===== src/sv/ytv_pkg.sv =====
package ytv_pkg;

  localparam int FracBits = 16;
  localparam int DW = 32;
  localparam int IW = 48;

  typedef enum logic [3:0] {
    ST_IDLE,
    ST_SPEED,
    ST_V2,
    ST_KV2,
    ST_DEN,
    ST_DIV1,
    ST_ERR,
    ST_INTEG,
    ST_DIV2,
    ST_PTERM,
    ST_ITERM,
    ST_ITERM_HI,
    ST_DTERM,
    ST_SPLIT,
    ST_OUT
  } state_t;

  // commands from controller to datapath
  typedef struct packed {
    logic load;
    logic speed;
    logic v2;
    logic kv2;
    logic den;
    logic div1_start;
    logic err;
    logic integ;
    logic div2_start;
    logic pterm;
    logic iterm;
    logic iterm_hi;
    logic dterm;
    logic split;
    logic inactive;
  } cmd_t;

  typedef struct packed {
    logic active;
    logic div_done;
  } sts_t;

  localparam int CfgKp = 0;
  localparam int CfgKi = 1;
  localparam int CfgKd = 2;
  localparam int CfgMax = 3;
  localparam int CfgWb = 4;
  localparam int CfgKu = 5;
  localparam int CfgScale = 6;
  localparam int CfgEn = 7;

endpackage


===== src/sv/ytv_ctrl.sv =====
module ytv_ctrl (
  input  logic              clk,
  input  logic              rst_n,
  input  logic              in_valid,
  output logic              in_ready,
  output logic              out_valid,
  input  logic              out_ready,
  input  ytv_pkg::sts_t     sts,
  output ytv_pkg::cmd_t     cmd
);
  ytv_pkg::state_t state_r, state_nxt;
  logic            div_seen_r;

  always_comb begin
    state_nxt = state_r;
    unique case (state_r)
      ytv_pkg::ST_IDLE:     if (in_valid) state_nxt = ytv_pkg::ST_SPEED;
      ytv_pkg::ST_SPEED:    state_nxt = ytv_pkg::ST_V2;
      ytv_pkg::ST_V2:       state_nxt = sts.active ? ytv_pkg::ST_KV2 : ytv_pkg::ST_OUT;
      ytv_pkg::ST_KV2:      state_nxt = ytv_pkg::ST_DEN;
      ytv_pkg::ST_DEN:      state_nxt = ytv_pkg::ST_DIV1;
      ytv_pkg::ST_DIV1:     if (sts.div_done) state_nxt = ytv_pkg::ST_ERR;
      ytv_pkg::ST_ERR:      state_nxt = ytv_pkg::ST_INTEG;
      ytv_pkg::ST_INTEG:    state_nxt = ytv_pkg::ST_DIV2;
      ytv_pkg::ST_DIV2:     if (sts.div_done) state_nxt = ytv_pkg::ST_PTERM;
      ytv_pkg::ST_PTERM:    state_nxt = ytv_pkg::ST_ITERM;
      ytv_pkg::ST_ITERM:    state_nxt = ytv_pkg::ST_ITERM_HI;
      ytv_pkg::ST_ITERM_HI: state_nxt = ytv_pkg::ST_DTERM;
      ytv_pkg::ST_DTERM:    state_nxt = ytv_pkg::ST_SPLIT;
      ytv_pkg::ST_SPLIT:    state_nxt = ytv_pkg::ST_OUT;
      ytv_pkg::ST_OUT:      if (out_ready) state_nxt = ytv_pkg::ST_IDLE;
      default:              state_nxt = ytv_pkg::ST_IDLE;
    endcase
  end

  always_comb begin
    cmd = '0;
    in_ready = 1'b0;
    out_valid = 1'b0;
    unique case (state_r)
      ytv_pkg::ST_IDLE:     begin in_ready = 1'b1; cmd.load = in_valid; end
      ytv_pkg::ST_SPEED:    cmd.speed = 1'b1;
      ytv_pkg::ST_V2:       begin cmd.v2 = 1'b1; cmd.inactive = !sts.active; end
      ytv_pkg::ST_KV2:      cmd.kv2 = 1'b1;
      ytv_pkg::ST_DEN:      cmd.den = 1'b1;
      ytv_pkg::ST_DIV1:     cmd.div1_start = !div_seen_r;
      ytv_pkg::ST_ERR:      cmd.err = 1'b1;
      ytv_pkg::ST_INTEG:    cmd.integ = 1'b1;
      ytv_pkg::ST_DIV2:     cmd.div2_start = !div_seen_r;
      ytv_pkg::ST_PTERM:    cmd.pterm = 1'b1;
      ytv_pkg::ST_ITERM:    cmd.iterm = 1'b1;
      ytv_pkg::ST_ITERM_HI: cmd.iterm_hi = 1'b1;
      ytv_pkg::ST_DTERM:    cmd.dterm = 1'b1;
      ytv_pkg::ST_SPLIT:    cmd.split = 1'b1;
      ytv_pkg::ST_OUT:      out_valid = 1'b1;
      default:              cmd = '0;
    endcase
  end

  always_ff @(posedge clk) begin
    if (!rst_n) begin
      state_r <= ytv_pkg::ST_IDLE;
      div_seen_r <= 1'b0;
    end else begin
      state_r <= state_nxt;
      div_seen_r <= (state_nxt == ytv_pkg::ST_DIV1 || state_nxt == ytv_pkg::ST_DIV2)
                    && (state_nxt == state_r);
    end
  end

  a_one_hot_mul: assert property (@(posedge clk) disable iff (!rst_n)
    $onehot0({cmd.speed, cmd.v2, cmd.kv2, cmd.integ, cmd.pterm, cmd.iterm, cmd.iterm_hi,
              cmd.dterm}))
    else $error("multiplier claimed twice");
  a_no_both: assert property (@(posedge clk) disable iff (!rst_n)
    !(in_ready && out_valid)) else $error("accept while result pending");
  a_split_out: assert property (@(posedge clk) disable iff (!rst_n)
    cmd.split |=> out_valid) else $error("result not presented");
endmodule

===== config.mk =====
export PLATFORM = sky130hd
export DESIGN_NAME = ytv_ctrl
export DESIGN_NICKNAME = d
export VERILOG_FILES = /design/src/sv/ytv_pkg.sv /design/src/sv/ytv_ctrl.sv
export SDC_FILE = /design/constraint.sdc
export NUM_CORES = 1
export LEC_CHECK = 0
export BUFFER_PORTS_ARGS = -buffer_cell sky130_fd_sc_hd__buf_2
export CORE_AREA = 2 2 39 41
export CTS_BUF_LIST = sky130_fd_sc_hd__clkbuf_8
export DETAILED_ROUTE_END_ITERATION = 6
export DIE_AREA = 0 0 41 43
export SLEW_MARGIN = 15
export SYNTH_ARGS = -nofsm -noshare
export SYNTH_HDL_FRONTEND = slang
export SYNTH_SLANG_ARGS = --single-unit

===== constraint.sdc =====
create_clock -name clk -period 1.76 [get_ports clk]
set_input_delay 0.352 -clock clk [delete_from_list [all_inputs] [get_ports clk]]
set_output_delay 0.352 -clock clk [all_outputs]
set_load 0.01 [all_outputs]

### Word-level counts from Yosys, hierarchy flattened

Cells that the tools add are included.
W data, S select, Z words.

| storage, ports and cells | value |
|---|---|
| output and inout port bits | 17 |
| bits in registers | 5 |
| input port bits | 6 |

| cells by class | value |
|---|---|
| muxes and demuxes | 23 |
| eq/ne operators | 17 |
| reduce and logical (&&, ||, !) cells | 5 |

Operators with widths:

| kind | number |
|---|---|
| $pmux W4 S15 | 1 |
| $eq A4 B4 Y1 const B | 8 |
| $eq A4 B3 Y1 const B | 5 |
| $mux W4 | 5 |
| $mux W1 | 17 |
| $eq A4 B2 Y1 const B | 2 |
| $eq A4 B1 Y1 const B | 1 |
| $eq A4 B4 Y1 | 1 |
| $logic_not A4 Y1 | 1 |
| $logic_not A1 Y1 | 2 |
| $logic_and A1 B1 Y1 | 1 |
| $logic_or A1 B1 Y1 | 1 |

### Depth between registers and ports, before layout

| depth | value |
|---|---|
| depth after elaboration | 5 |
| depth in mapped cells | 4 |

### Worst setup path before layout

OpenSTA, ideal clock, no wires.

| path | value |
|---|---|
| kind | register -> output |
| start | register state_r[0] |
| end | output cmd[14] (netlist bit) |
| arrival | 1.070 ns |
| data required time | 1.408 ns |
| setup slack | 0.338 ns |
| path buffers | 1 |
| cell stages (with the launch flop) | 4 |
| cell sequence | dfxtp_1 buf_2 nor4_2 and2_1 |

RTL lines:

| what | line | source |
|---|---|---|
| from (decl) | ytv_ctrl.sv:11 | `ytv_pkg::state_t state_r, state_nxt;` |
| from (signal assigned) | ytv_ctrl.sv:62 | `state_r <= ytv_pkg::ST_IDLE;` |
| from (signal assigned) | ytv_ctrl.sv:65 | `state_r <= state_nxt;` |
| to (decl) | ytv_ctrl.sv:9 | `output ytv_pkg::cmd_t cmd` |

==> summary.txt <==
Clock network
  • H-tree depth: 1
  • Clk slew on worst S/H paths: 30 ps
  • TritonCTS sink count: 5
  • Root Buffer Master: sky130_fd_sc_hd__clkbuf_8
  • Post-CTS Hold Fix Bufs: 0
  • CTS buffer count: 3
  • CTS tree: yes
  • Clock Tree Buf Depth: 2
  • Clock latency at the later pin of the worst-skew pair: 210 ps
  • Post-CTS Setup Repair Bufs: 0
  • Count of cells resized by post-cts repair: 0

STA
  • Final hold violations: 0
  • Worst hold slack after final layout: approximately 350 ps
  • Setup TNS after final layout: 0 ps
  • Worst rel slew slack: 76.5%
  • Slew @ Worst Pin: around 350 ps
  • Final worst path period share: slightly above 90%
  • RSZ-0062 raised after global routing: no
  • Shortest clock period the worst path allows after layout: approximately 1600 ps
  • Setup slack after layout: between 150 and 200 ps
  • Post-Route Skew: 0.0579 ps
  • Max Slew Vio Count: 0
  • Maximum clock rate: 626 MHz
  • Setup-violating endpoint count in the final report: 0

Final layout
  • Total of fill cells in the finished design: 153
  • Diode count: 0
  • Final Core Density: between 40% and 50%
  • Final Instance Count excl. Fillers: 100
  • Layout cells sized above 1: between 40 and 50%
  • Final #Nets: a little over 90
  • Area delta synth->final: 38.9%
  • Final instance area: between 600 and 700 µm²

Place
  • Detailed-placement wirelength estimate: 925 µm
  • Instance count after placement with tap cells included: between 90 and 100
  • DP Area: ~560 µm²
  • DP Worst Slack: 286 ps
  • Count of buffers from port buffering: 22
  • Routability Congestion: between 0.7 and 0.8

Synthesis
  • Most frequent cells after synthesis: sky130_fd_sc_hd__nor2_1, sky130_fd_sc_hd__nand2b_1, sky130_fd_sc_hd__nor3_1
  • Post-synthesis register bit count: 5
  • FFs w/ async S/R, synth: 0%
  • Syn. warnings: 0
  • Number of unique standard cell types used by synthesis: 27
  • Number of flops mapped to enable cells by yosys: 0
  • Cell taking the most area after synthesis: sky130_fd_sc_hd__dfxtp_1
  • Number of nets produced by synthesis: between 60 and 70
  • Syn Inst Count: 60
  • Share of the yosys chip area belonging to registers: between 20% and 30%
  • Dominant register cell in the synthesized netlist: sky130_fd_sc_hd__dfxtp_1
  • Cell with the most instances after synthesis: sky130_fd_sc_hd__nor2_1
  • Portion of synthesized cell area occupied by the leading cell type: a little under a quarter
  • Synth top area cells: sky130_fd_sc_hd__dfxtp_1, sky130_fd_sc_hd__nand2b_1, sky130_fd_sc_hd__nor2_1
  • Synthesized area: 440 µm²
  • Synthesized area per cell: approximately 7.3 µm²

Route
  • Initial drt markers: 11
  • Wire length on met3: 71 µm
  • DRC Markers: 0
  • Overall via count from detail_route: 524
  • Antenna Nets Post-Route: 0
  • Top routing layer in use: met3
  • Wire per inst: between 10 and 15 µm
  • Total detailed-routing wirelength: between 1000 and 1500 µm
  • Met1 wire length: ~520 µm
  • Via density: about 5.2
  • Total length of routed met2 wires: approximately 540 µm
  • TritonRoute pass-1 iters: 4

Floorplan
  • Floorplan die area: approximately 0.0018 mm²
  • Starting density of the core: 31.8%
  • Number of placement rows: 14
  • Core Footprint: between 0.001 and 0.0015 mm²
  • I/O pin count: 23
  • Height of the die: 43 µm
  • Die Wd: slightly above 40 µm

Critical path
  • Number of cells on the worst reg-to-reg path: 4
  • Cell at the slowest stage of the critical path: sky130_fd_sc_hd__dfxtp_1
  • Number of buffers and inverters on the critical path: 2
  • Reg-to-reg critical path startpoint: state_r[2]
  • Sort of element at the start of the critical path: flop
  • Type of element capturing the critical path: primary output
  • Capturing point of the worst reg2reg path: state_r[3]
  • Delay of the slowest cell on the worst path: around 480 ps
  • Worst Path Class, Setup: flop to primary output
  • R2r setup slk: 470 ps
  • Gate family responsible for the most delay along the worst path: flip-flops
  • Required time reported for the critical path endpoint: about 1400 ps
  • Critical Path, Cell by Cell: buf_4 > nor4_2 > and2_1 > buf_2
  • Maximum fanout encountered on the critical timing path: 10
  • Arrival time at the worst endpoint: 1250 ps

Min path
  • Cell depth of the worst hold path: 2
  • Tightest Hold Check Type: input port to flop
  • Min-Delay Endpoint: div_seen_r
  • Startpoint of the lowest-slack hold path: sts[0]

Global routing
  • GR Util All Layers: approximately 14%
  • Total congestion overflow after global routing: 0
  • Global-route wire length before repair: ~1700 µm
  • Pin count of the biggest net entering global routing: 15
  • Number of global-route vias before repair: about 400
  • Number of antenna violations at the first check in global routing: 0

Pwr
  • Maximum vdd ir drop: ~0.45 mV
  • Overall power of the completed layout: between 0.6 and 0.7 mW
  • Pwr Density: between 1000 and 1500 mW/mm²
  • Leakage: roughly 0.28 nW

Job
  • Number of max-cap violations: 0

Run status
  • Run status: finished, final reports clean
[logic make-up (layout without fill, tap and decap cells)]
| logic type | count (synthesis) | in the layout | share of synthesized area (%) |
|---|---|---|---|
| AOI/OAI and AO/OA | 15 | 15 | 26.4 |
| buffers and inverters | 8 | 32 | 10.5 |
| DFF | 5 | 5 | 22.7 |
| and+or+nand+nor | 32 | 32 | 40.3 |
[power by group]
group,internal [mW],switching (mW)
combinational,0.130,0.131
sequential,0.136,0.0540
clock,0.149,0.0503
total,0.415,0.236
[layout by cell type, fill, tap and decap left out, types with 2 or more instances in the layout]
master,netlist,routed
sky130_fd_sc_hd__dfxtp_2,0,2
sky130_fd_sc_hd__dfxtp_1,5,3
sky130_fd_sc_hd__nor3_1,6,6
sky130_fd_sc_hd__clkbuf_8,0,3
sky130_fd_sc_hd__nand2_1,4,4
sky130_fd_sc_hd__nor2_1,9,9
sky130_fd_sc_hd__nor4_1,2,2
sky130_fd_sc_hd__o21ai_0,3,3
sky130_fd_sc_hd__nor4_2,2,2
sky130_fd_sc_hd__inv_1,2,3
sky130_fd_sc_hd__nand2b_1,6,5
sky130_fd_sc_hd__buf_4,1,4
sky130_fd_sc_hd__buf_2,4,22
[area by class of cell]
type / instances / area (µm²) / share of cell area, %
clock buffers: 3 / 41.3 / 6.75
well taps: 16 / 20.0 / 3.27
flip-flops and latches: 5 / 103 / 16.8
multi-input cells: 47 / 297 / 48.5
repair buffers: 26 / 140 / 22.9
inverters: 2 / 7.51 / 1.23
clock inverters: 1 / 3.75 / 0.613
[flip-flops by register name (all words and copies together) (netlist names)]
signal and count:
state_r 4, div_seen_r 1
[routing by layer]
| layer | vias up | track usage (%) |
|---|---|---|
| met1 | 240 | 17.7 |
| li1 | 264 | - |
| met2 | 20 | 21.6 |
| met5 | - | 0 |
| met4 | 0 | 2.00 |
| met3 | 0 | 6.81 |
[how the worst max path moves through the flow]
stage	start	end	slack, ps	cells past startpoint
4_1_cts	state_r[0]	cmd[12]	50	3
6_report	state_r[3]	cmd[14]	160	4
3_3_place_gp	state_r[1]	cmd[0]	280	3
2_1_floorplan	state_r[0]	cmd[14]	340	3
5_1_grt	state_r[2]	cmd[9]	40	3
3_5_place_dp	state_r[0]	cmd[12]	290	3
(Power assumes the default switching activity.)
